### src/rtl/core/dhb_pkg.sv
// shared types, codes and the move pattern table for the dual h-bridge controller
`timescale 1ns / 1ps

package dhb_pkg;

  localparam int DHB_NUM_MOVES   = 12;
  localparam int DHB_TIMER_WIDTH = 16;

  // speed * ratio fits in this many signed bits
  localparam int DHB_PROD_W = 28;

  // duty = floor(p / 1000) for 0 <= p < 256000 is (p * DHB_RECIP) >> DHB_RECIP_SHIFT
  localparam int            DHB_RECIP_SHIFT = 28;
  localparam logic [18:0]   DHB_RECIP       = 19'd268436;
  localparam int            DHB_DUTY_LIMIT  = 256000;

  localparam logic [2:0] ACT_TICK    = 3'd0;
  localparam logic [2:0] ACT_MOVE    = 3'd1;
  localparam logic [2:0] ACT_OFF     = 3'd2;
  localparam logic [2:0] ACT_UPDATE  = 3'd3;
  localparam logic [2:0] ACT_REAPPLY = 3'd4;

  localparam logic [2:0] CFG_LEFT_RATIO  = 3'd0;
  localparam logic [2:0] CFG_RIGHT_RATIO = 3'd1;
  localparam logic [2:0] CFG_LEFT_MODE   = 3'd2;
  localparam logic [2:0] CFG_RIGHT_MODE  = 3'd3;
  localparam logic [2:0] CFG_BLINK       = 3'd4;

  localparam logic [3:0] MOVE_OFF = 4'd0;

  typedef struct packed {
    logic [2:0]         action;
    logic [3:0]         move_kind;
    logic signed [15:0] speed;
    logic [15:0]        duration_ms;
  } in_word_t;

  typedef struct packed {
    logic [7:0] left_ahead;
    logic [7:0] left_back;
    logic [7:0] left_enable;
    logic [7:0] right_ahead;
    logic [7:0] right_back;
    logic [7:0] right_enable;
    logic       moving;
    logic [3:0] current_move;
  } out_word_t;

  // bits: {left ahead, left back, right ahead, right back}
  function automatic logic [3:0] move_bits(input logic [3:0] kind);
    logic [3:0] bits;
    case (kind)
      4'd0:    bits = 4'b0000;
      4'd1:    bits = 4'b1010;
      4'd2:    bits = 4'b0101;
      4'd3:    bits = 4'b1111;
      4'd4:    bits = 4'b0110;
      4'd5:    bits = 4'b1001;
      4'd6:    bits = 4'b1110;
      4'd7:    bits = 4'b1011;
      4'd8:    bits = 4'b1101;
      4'd9:    bits = 4'b0111;
      4'd10:   bits = 4'b1010;
      4'd11:   bits = 4'b1010;
      default: bits = 4'b0000;
    endcase
    return bits;
  endfunction

endpackage

### src/rtl/core/dhb_duty.sv
// scaled product to clamped 8-bit duty, divide by 1000 through a reciprocal
`timescale 1ns / 1ps

module dhb_duty (
  input  logic signed [dhb_pkg::DHB_PROD_W-1:0] prod,
  output logic [7:0]                            duty
);
  import dhb_pkg::*;

  logic [17:0] p_lo;
  logic [36:0] q_full;

  assign p_lo   = prod[17:0];
  assign q_full = 37'(p_lo) * 37'(DHB_RECIP);

  always_comb begin
    if (prod < 0) begin
      duty = 8'd0;
    end else if (prod >= DHB_PROD_W'(DHB_DUTY_LIMIT)) begin
      duty = 8'd255;
    end else begin
      duty = q_full[DHB_RECIP_SHIFT+7:DHB_RECIP_SHIFT];
    end
  end

endmodule

### src/rtl/core/dual_h_bridge_move_controller_core.sv
// top level of the dual h-bridge move controller: input stage, state update, output register
//
// Takes one word per cycle unless the output stalls (move, off, speed update, reapply or
// a 1 ms tick) and returns one result word per input word. The first stage registers the
// word together with speed * ratio for both motors (one 16x12 multiply each); the second
// stage divides by 1000 through a constant reciprocal, updates the timers and levels and
// loads the output register. in_ready follows out_ready within the cycle, so a stalled
// output holds at most one word in each stage. cfg_ready is always high; configuration is
// to be written only while no word is in flight, which the block does not enforce.
`timescale 1ns / 1ps

module dual_h_bridge_move_controller_core #(
  parameter int TIMER_WIDTH = dhb_pkg::DHB_TIMER_WIDTH
) (
  input  logic               clk,
  input  logic               rst_n,
  input  logic               in_valid,
  output logic               in_ready,
  input  dhb_pkg::in_word_t  in_data,
  output logic               out_valid,
  input  logic               out_ready,
  output dhb_pkg::out_word_t out_data,
  input  logic               cfg_valid,
  output logic               cfg_ready,
  input  logic [2:0]         cfg_index,
  input  logic [15:0]        cfg_data
);
  import dhb_pkg::*;

  localparam int XW = (TIMER_WIDTH > 16) ? TIMER_WIDTH : 16;
  localparam logic [XW-1:0] TMAX_X = XW'({TIMER_WIDTH{1'b1}});

  typedef logic [TIMER_WIDTH-1:0] timer_t;

  function automatic timer_t sat_timer(input logic [15:0] v);
    logic [XW-1:0] ext;
    ext = XW'(v);
    if (ext > TMAX_X) begin
      ext = TMAX_X;
    end
    return ext[TIMER_WIDTH-1:0];
  endfunction

  // configuration
  logic [11:0] ratio_r [2];
  logic [1:0]  mode_r;
  logic [15:0] blink_period_r;

  assign cfg_ready = 1'b1;

  always_ff @(posedge clk) begin
    if (!rst_n) begin
      ratio_r[0]     <= 12'd1000;
      ratio_r[1]     <= 12'd1000;
      mode_r         <= 2'b11;
      blink_period_r <= 16'd100;
    end else if (cfg_valid) begin
      case (cfg_index)
        CFG_LEFT_RATIO:  ratio_r[0]     <= cfg_data[11:0];
        CFG_RIGHT_RATIO: ratio_r[1]     <= cfg_data[11:0];
        CFG_LEFT_MODE:   mode_r[0]      <= cfg_data[0];
        CFG_RIGHT_MODE:  mode_r[1]      <= cfg_data[0];
        CFG_BLINK:       blink_period_r <= cfg_data;
        default: ;
      endcase
    end
  end

  // state
  logic [3:0]  held_move_r, held_move_nxt;
  logic [15:0] held_speed_r, held_speed_nxt;
  timer_t      off_cd_r, off_cd_nxt;
  timer_t      blink_cd_r [2];
  timer_t      blink_cd_nxt [2];
  logic [1:0]  phase_r, phase_nxt;
  logic [7:0]  ahead_r [2];
  logic [7:0]  ahead_nxt [2];
  logic [7:0]  back_r [2];
  logic [7:0]  back_nxt [2];
  logic [7:0]  en_r [2];
  logic [7:0]  en_nxt [2];
  logic [1:0]  active_r, active_nxt;

  // input stage
  logic                          a_valid_r;
  logic [2:0]                    a_action_r;
  logic [3:0]                    a_kind_r;
  logic [15:0]                   a_speed_r;
  logic [15:0]                   a_dur_r;
  logic signed [DHB_PROD_W-1:0]  a_prod_r [2];
  logic                          a_adv;
  logic signed [15:0]            eff_speed;
  logic signed [28:0]            prod_full [2];

  logic      out_valid_r;
  out_word_t out_data_r, out_data_nxt;

  assign a_adv    = a_valid_r && (!out_valid_r || out_ready);
  assign in_ready = !a_valid_r || a_adv;

  // reapply uses the held speed as it stands once the word ahead has been applied
  always_comb begin
    if (in_data.action == ACT_REAPPLY) begin
      if (a_valid_r && (a_action_r == ACT_MOVE || a_action_r == ACT_UPDATE)) begin
        eff_speed = $signed(a_speed_r);
      end else begin
        eff_speed = $signed(held_speed_r);
      end
    end else begin
      eff_speed = in_data.speed;
    end
  end

  assign prod_full[0] = eff_speed * $signed({1'b0, ratio_r[0]});
  assign prod_full[1] = eff_speed * $signed({1'b0, ratio_r[1]});

  always_ff @(posedge clk) begin
    if (!rst_n) begin
      a_valid_r <= 1'b0;
    end else if (in_valid && in_ready) begin
      a_valid_r <= 1'b1;
    end else if (a_adv) begin
      a_valid_r <= 1'b0;
    end
  end

  always_ff @(posedge clk) begin
    if (in_valid && in_ready) begin
      a_action_r  <= in_data.action;
      a_kind_r    <= in_data.move_kind;
      a_speed_r   <= in_data.speed;
      a_dur_r     <= in_data.duration_ms;
      a_prod_r[0] <= prod_full[0][DHB_PROD_W-1:0];
      a_prod_r[1] <= prod_full[1][DHB_PROD_W-1:0];
    end
  end

  // duty scaling
  logic [7:0] duty [2];

  dhb_duty u_duty_left (
    .prod (a_prod_r[0]),
    .duty (duty[0])
  );

  dhb_duty u_duty_right (
    .prod (a_prod_r[1]),
    .duty (duty[1])
  );

  // state update
  always_comb begin
    logic [3:0]  kind;
    logic [3:0]  bits;
    logic        do_write;
    logic        do_off;
    logic [15:0] per;
    timer_t      reload;
    logic        ba;
    logic        bb;
    logic [7:0]  d;
    logic [7:0]  ga;
    logic [7:0]  gb;
    logic [7:0]  ge;

    held_move_nxt  = held_move_r;
    held_speed_nxt = held_speed_r;
    off_cd_nxt     = off_cd_r;
    phase_nxt      = phase_r;
    active_nxt     = active_r;
    for (int m = 0; m < 2; m++) begin
      blink_cd_nxt[m] = blink_cd_r[m];
      ahead_nxt[m]    = ahead_r[m];
      back_nxt[m]     = back_r[m];
      en_nxt[m]       = en_r[m];
    end

    per    = (blink_period_r == 16'd0) ? 16'd1 : blink_period_r;
    reload = sat_timer(per);

    kind     = MOVE_OFF;
    do_write = 1'b0;
    do_off   = 1'b0;
    ba       = 1'b0;
    bb       = 1'b0;
    d        = 8'd0;
    ga       = 8'd0;
    gb       = 8'd0;
    ge       = 8'd0;

    if (a_adv) begin
      case (a_action_r)
        ACT_TICK: begin
          if (off_cd_r != '0) begin
            off_cd_nxt = off_cd_r - 1'b1;
            if (off_cd_nxt == '0) begin
              do_off = 1'b1;
            end
          end
        end
        ACT_MOVE: begin
          kind           = (a_kind_r < 4'(DHB_NUM_MOVES)) ? a_kind_r : MOVE_OFF;
          do_write       = 1'b1;
          held_speed_nxt = a_speed_r;
          off_cd_nxt     = sat_timer(a_dur_r);
        end
        ACT_OFF: begin
          do_off = 1'b1;
        end
        ACT_UPDATE: begin
          kind           = held_move_r;
          do_write       = 1'b1;
          held_speed_nxt = a_speed_r;
          off_cd_nxt     = '0;
        end
        ACT_REAPPLY: begin
          kind       = held_move_r;
          do_write   = 1'b1;
          off_cd_nxt = '0;
        end
        default: ;
      endcase
    end

    bits = move_bits(kind);
    if (do_write || do_off) begin
      held_move_nxt = do_off ? MOVE_OFF : kind;
      if (do_off) begin
        off_cd_nxt = '0;
      end
      for (int m = 0; m < 2; m++) begin
        ba = do_off ? 1'b0 : bits[3 - 2 * m];
        bb = do_off ? 1'b0 : bits[2 - 2 * m];
        d  = do_off ? 8'd0 : duty[m];
        if (mode_r[m]) begin
          ahead_nxt[m] = {7'd0, ba};
          back_nxt[m]  = {7'd0, bb};
          en_nxt[m]    = d;
        end else begin
          ahead_nxt[m] = ba ? d : 8'd0;
          back_nxt[m]  = bb ? d : 8'd0;
          en_nxt[m]    = 8'd0;
        end
        phase_nxt[m]    = 1'b1;
        active_nxt[m]   = ba | bb;
        blink_cd_nxt[m] = (ba && bb) ? reload : '0;
      end
    end

    if (a_adv && a_action_r == ACT_TICK) begin
      for (int m = 0; m < 2; m++) begin
        if (blink_cd_nxt[m] != '0) begin
          blink_cd_nxt[m] = blink_cd_nxt[m] - 1'b1;
          if (blink_cd_nxt[m] == '0) begin
            phase_nxt[m]    = ~phase_nxt[m];
            blink_cd_nxt[m] = reload;
          end
        end
      end
    end

    // result word from the updated levels, gated by blink phase
    out_data_nxt = '0;
    for (int m = 0; m < 2; m++) begin
      ga = ahead_nxt[m];
      gb = back_nxt[m];
      ge = en_nxt[m];
      if (!phase_nxt[m]) begin
        if (mode_r[m]) begin
          ge = 8'd0;
        end else begin
          ga = 8'd0;
          gb = 8'd0;
        end
      end
      if (m == 0) begin
        out_data_nxt.left_ahead  = ga;
        out_data_nxt.left_back   = gb;
        out_data_nxt.left_enable = ge;
      end else begin
        out_data_nxt.right_ahead  = ga;
        out_data_nxt.right_back   = gb;
        out_data_nxt.right_enable = ge;
      end
    end
    out_data_nxt.moving       = |active_nxt;
    out_data_nxt.current_move = held_move_nxt;
  end

  always_ff @(posedge clk) begin
    if (!rst_n) begin
      held_move_r  <= MOVE_OFF;
      held_speed_r <= 16'd0;
      off_cd_r     <= '0;
      phase_r      <= 2'b00;
      active_r     <= 2'b00;
      for (int m = 0; m < 2; m++) begin
        blink_cd_r[m] <= '0;
        ahead_r[m]    <= 8'd0;
        back_r[m]     <= 8'd0;
        en_r[m]       <= 8'd0;
      end
    end else begin
      held_move_r  <= held_move_nxt;
      held_speed_r <= held_speed_nxt;
      off_cd_r     <= off_cd_nxt;
      phase_r      <= phase_nxt;
      active_r     <= active_nxt;
      for (int m = 0; m < 2; m++) begin
        blink_cd_r[m] <= blink_cd_nxt[m];
        ahead_r[m]    <= ahead_nxt[m];
        back_r[m]     <= back_nxt[m];
        en_r[m]       <= en_nxt[m];
      end
    end
  end

  // output register
  always_ff @(posedge clk) begin
    if (!rst_n) begin
      out_valid_r <= 1'b0;
    end else if (a_adv) begin
      out_valid_r <= 1'b1;
    end else if (out_ready) begin
      out_valid_r <= 1'b0;
    end
  end

  always_ff @(posedge clk) begin
    if (a_adv) begin
      out_data_r <= out_data_nxt;
    end
  end

  assign out_valid = out_valid_r;
  assign out_data  = out_data_r;

endmodule

### config.mk
export PLATFORM = sky130hd
export DESIGN_NAME = dual_h_bridge_move_controller_core
export DESIGN_NICKNAME = d
export VERILOG_FILES = /design/src/rtl/core/dhb_pkg.sv /design/src/rtl/core/dhb_duty.sv /design/src/rtl/core/dual_h_bridge_move_controller_core.sv
export SDC_FILE = /design/constraint.sdc
export NUM_CORES = 2
export LEC_CHECK = 0
export BUFFER_PORTS_ARGS = -buffer_cell sky130_fd_sc_hd__buf_4
export CAP_MARGIN = 25
export CORE_MARGIN = 3
export CORE_UTILIZATION = 65
export DETAILED_ROUTE_END_ITERATION = 10
export GPL_ROUTABILITY_DRIVEN = 0
export GPL_TIMING_DRIVEN = 0
export PLACE_DENSITY = 0.8
export REMOVE_ABC_BUFFERS = 1
export SYNTH_ARGS = -nofsm -noshare
export SYNTH_HDL_FRONTEND = slang
export SYNTH_SLANG_ARGS = --single-unit
### constraint.sdc
create_clock -name clk -period 8.6 [get_ports clk]
set_input_delay 0.43 -clock clk [delete_from_list [all_inputs] [get_ports clk]]
set_output_delay 0.43 -clock clk [all_outputs]
set_load 0.02 [all_outputs]
-- After elaboration in Yosys (flattened, before gate mapping)
Memories as Yosys holds them, arrays and structs flattened.
Cells that the tools add are included.
- word-level logic and storage cells: 194
- memories: 7
- output and inout bits: 56
- bits in read-only memories: 64
- input bits: 63
- bits in registers: 152
- bits in writable memories: 160
- memories (memory ; depth ; bits a word ; read ports ; clocked after memory_dff ; write ports ; line ; RTL):
    (no name shown) ; 16 ; 4 ; 1 ; 0 ; 0 ; dhb_pkg.sv:52 ; case (kind)
    a_prod_r ; 2 ; 28 ; 2 ; 0 ; 2 ; dual_h_bridge_move_controller_core.sv:90 ; logic signed [DHB_PROD_W-1:0] a_prod_r [2];
    blink_cd_r ; 2 ; 16 ; 2 ; 0 ; 2 ; dual_h_bridge_move_controller_core.sv:73 ; timer_t blink_cd_r [2];
    ratio_r ; 2 ; 12 ; 2 ; 0 ; 2 ; dual_h_bridge_move_controller_core.sv:45 ; logic [11:0] ratio_r [2];
    ahead_r ; 2 ; 8 ; 2 ; 0 ; 2 ; dual_h_bridge_move_controller_core.sv:76 ; logic [7:0] ahead_r [2];
    back_r ; 2 ; 8 ; 2 ; 0 ; 2 ; dual_h_bridge_move_controller_core.sv:78 ; logic [7:0] back_r [2];
    1 more memories ; n/a ; n/a ; n/a ; n/a ; n/a ; n/a ;
- bitwise logic cells: 14
- add/subtract/negate cells: 3
- equal/unequal tests: 9
- multipliers: 4
- order comparisons: 7
- reductions and logical operators: 31
- mux-type cells: 97
- operators with widths (operator ; count):
    16-bit two-way mux ; 20
    8-bit two-way mux ; 34
    18-bit by 17-bit multiplier with 34-bit output, second input constant ; 2
    16-bit logical NOT ; 4
    32-bit two-way mux ; 2
    28-bit by 19-bit greater-or-equal comparator with 1-bit output, second input constant ; 2
    28-bit by 1-bit < comparator with 1-bit output, second input constant ; 2
    16-bit by 13-bit multiplier with 28-bit output ; 2
    16-bit one-hot mux with 3 select lines ; 1
    16-bit nonzero test ; 3
    16-bit by 1-bit subtractor with 16-bit output, second input constant ; 3
    16-bit greater-than comparator, second input constant ; 2
    1-bit two-way mux ; 29
    12-bit two-way mux ; 2
    4-bit two-way mux ; 4
    3-bit by 2-bit == test with 1-bit output, second input constant ; 4
    1-bit bitwise OR ; 12
    3-bit == test, second input constant ; 3
    4-bit one-hot mux with 2 select lines ; 1
    2-bit AND reduction ; 4
    3-bit by 1-bit == test with 1-bit output, second input constant ; 2
    1-bit logical AND ; 6
    3-bit logical NOT ; 2
    2-bit two-way mux ; 3
    8 further kinds ; 16

-- Logic depth before layout (Yosys ltp)
- depth in word-level cells: 16
- gate-level depth with buffers: 30

-- By module
Synthesis repeated with hierarchy kept, for this count alone.
- cells, all modules: 3831
- area total of the unflattened synthesis: 35953.2 sq um
- by module, submodules not included (module ; instances ; area each (sq um) ; cells an instance):
    dual_h_bridge_move_controller_core ; 1 ; 27888.0 ; 2939
    dhb_duty ; 2 ; 4032.6 ; 446

-- Least setup slack after synthesis
No wires, ideal clock.
- kind: register to register
- start: register a_action_r[0]
- end: memory a_prod_r[0][26], data pin
- buffers on the path: 2
- path slack: 1.270 ns
- data arrival time: 7.068 ns
- cell stages (with the launch flop): 27
- cell sequence: edfxtp_1 nor2b_1 nand2_1 clkbuf_1 mux2i_1 a21oi_1 clkbuf_1 nand2_1 fa_1 inv_1 fa_1 fa_1 inv_1 fa_1 inv_1 fa_1 ha_1 and3_1 a31oi_1 a21oi_1 or2_2 nand4_1 a31oi_1 and4_1 a2111oi_0 a21oi_1 xor2_1
- RTL lines (element ; line ; RTL):
    start: declaration ; dual_h_bridge_move_controller_core.sv:86 ; logic [2:0] a_action_r;
    start signal: assignment ; dual_h_bridge_move_controller_core.sv:129 ; a_action_r <= in_data.action;
    end: declaration ; dual_h_bridge_move_controller_core.sv:90 ;

==> run metrics <==
final period utilization 0.954; Startpoint Class register; root buf cell clkbuf_16; htree depth 2; Hold Path Class in2reg; antenna viol nets, final 0; Synth top cells by count inv_1 (646), fa_1 (442), ha_1 (438); I/O pin cnt about 120; most common cell in the netlist inv_1; cell count after synthesis around 3700; core area 53300 µm²; Clock Tree Buf Depth 3; share of the synthesized area in the top cell type 0.250; Global Route Usage Sum 0.298; skew final 0.0166 ns; die extent in y 240 µm; largest net degree at the start of global routing 74; synth top area cells fa_1 (25%), ha_1 (15%), edfxtp_1 (15%); area grow syn2layout 8.57%; global route hottest layer met2; Unique masters post-synth 93; Main synth FF type edfxtp_1; Synthesis Warnings 0; vias in the first global route 27400; final wirelength 83.0 mm; Setup Buffers After CTS 0; final hold violation count 0; Worst-Margin Slew 1.18 ns; initial antenna violation count 1; detailed placer's ending HPWL 64.3 mm; drt pass-1 iters 6; CP Launch Point a_action_r[2]; GR Util met1 0.401; PortBufs 117; vias per std cell slightly below 6; Initial Util 0.665; Clock Latency Late Sink 0.55 ns; final setup vio count 0; Pins Over Slew Limit 0; CTS clk-pin slew, worst paths about 0.060 ns; cell taking the most area after synthesis fa_1; Slowest Stage Delay on Critical Path slightly below 0.6 ns; total CTS buffers 36; GRT met2 Usage 0.503; placed cell areas 37200 µm²; status complete, no violations; sequential fraction of the synthesis area 0.225; flops & latches, synth 312; Cell Rows 84; most frequent CP cell fa_1; crit path kind reg2reg; global-route wire length before repair 137 mm; layout cells sized above 1 0.0737; Tmin final 8.21 ns; met3 usage 0.0357; Clock Sinks 312; critical path peak fanout 18; DR WL/cell around 18 µm; CP max-delay cell edfxtp_1; asr flop ratio synth 0; RSZ-0062 raised after global routing no; Mapped Area 35500 µm²; hold_sp in_data[3]; final net count between 4000 and 5000; Initial DRC Count 2044; Setup TNS 0 ns; WP data required 8.88 ns; Max Clk Rate 0.122 GHz; number of synthesized flops with an enable pin 172; number of remaining DRC errors 0; Slew HR 0.205; vias 26900; CP Capture Type register; Die X 240 µm; DIE AREA approximately 57000 µm²; CTS tree built; gr ovfl total 0; CP Data Arrival Time 8.48 ns; Hold Buf Count CTS 0; R2R Path Start a_action_r[2]; fin area 38500 µm²; syn_area_per_cell 9.48 µm²; Max Cap Viol 0
-- state kept, by name, summed over array words and instances (netlist names), 16 cells and up --
register        count
back_r             16
a_dur_r            16
blink_cd_r         32
off_cd_r           16
a_speed_r          16
held_speed_r       16
out_data           53
blink_period_r     16
ratio_r            24
en_r               16
a_prod_r           56
ahead_r            16
-- layer usage --
metal	wire length, µm	vias to the layer above
met5	0	-
met4	2970	0
met3	5660	186
met2	40500	988
met1	33900	13300
li1	-	12400
-- repair_timing --
| action | CTS | global route |
|---|---|---|
| resized for setup | 2 | 6 |
| endpoints found under the setup margin | 3 | 5 |
| pin swaps | 0 | 0 |
-- cells in the final DEF, fill, tap and decap left out, types with 22 or more instances in the layout --
cell	n
xor2_1	30
a21o_1	22
o21a_1	26
and2_1	238
clkbuf_16	37
buf_4	127
xnor2_1	58
inv_1	644
nor4_1	22
nand3_1	45
dfxtp_1	140
nand2_1	368
edfxtp_1	172
nor3_1	62
ha_1	438
o21ai_0	92
fa_1	442
mux2i_1	24
nor2_1	201
a21oi_1	155
a22o_1	24
a22oi_1	55
-- worst max-delay path: cells and delay by family, from the launching register on --
family,cells,cell delay (ns)
flops,1,0.59
simple gates,5,1.32
compound gates,9,2.26
xor+xnor,1,0.29
mux,1,0.23
buf+inv,4,0.37
fa+ha+maj,6,2.84
-- cell type report --
class                           instances  area [µm²]
Clock inverter                         14         170
Multi-Input combinational cell       2634       24600
Timing Repair Buffer                  157        1440
Clock buffer                           51        1030
Sequential cell                       312        7970
Inverter                              647        2430
Fill cell                            3854       14800
Antenna cell                            1        2.50
Tap cell                              688         861
-- through the flow --
step                setup slack (ns)  utilization  cells  hold WS, ns
global placement               -3.23        0.686   4398        0.442
detailed placement            -0.270        0.699   4437        0.449
finish                         0.394        0.723   4504       0.0540
floorplan                     0.0888            -   3593        0.436
CTS                           0.0285        0.722   4502       0.0363
global route                  0.0654        0.722   4503       0.0447
-- final timing paths --
path                      end  slack (ns)  cells past startpoint
min                a_dur_r[3]        0.05                      1
max           a_prod_r[0][55]        0.39                     26
min reg2reg  held_speed_r[13]        0.46                      2
max reg2reg   a_prod_r[0][55]        0.39                     26
-- cell families after synthesis --
| logic type | after synthesis | share of synthesized area |
|---|---|---|
| other cells | 1 | 0.000106 |
| buf+inv | 796 | 0.0863 |
| flops | 312 | 0.225 |
| simple gates | 1065 | 0.147 |
| compound gates | 571 | 0.107 |
| mux | 28 | 0.00847 |
| fa+ha+maj | 880 | 0.404 |
| xor+xnor | 89 | 0.0220 |
Power is not shown: default switching activity piles up to over one toggle a cycle in this logic, so the estimate is an artifact.
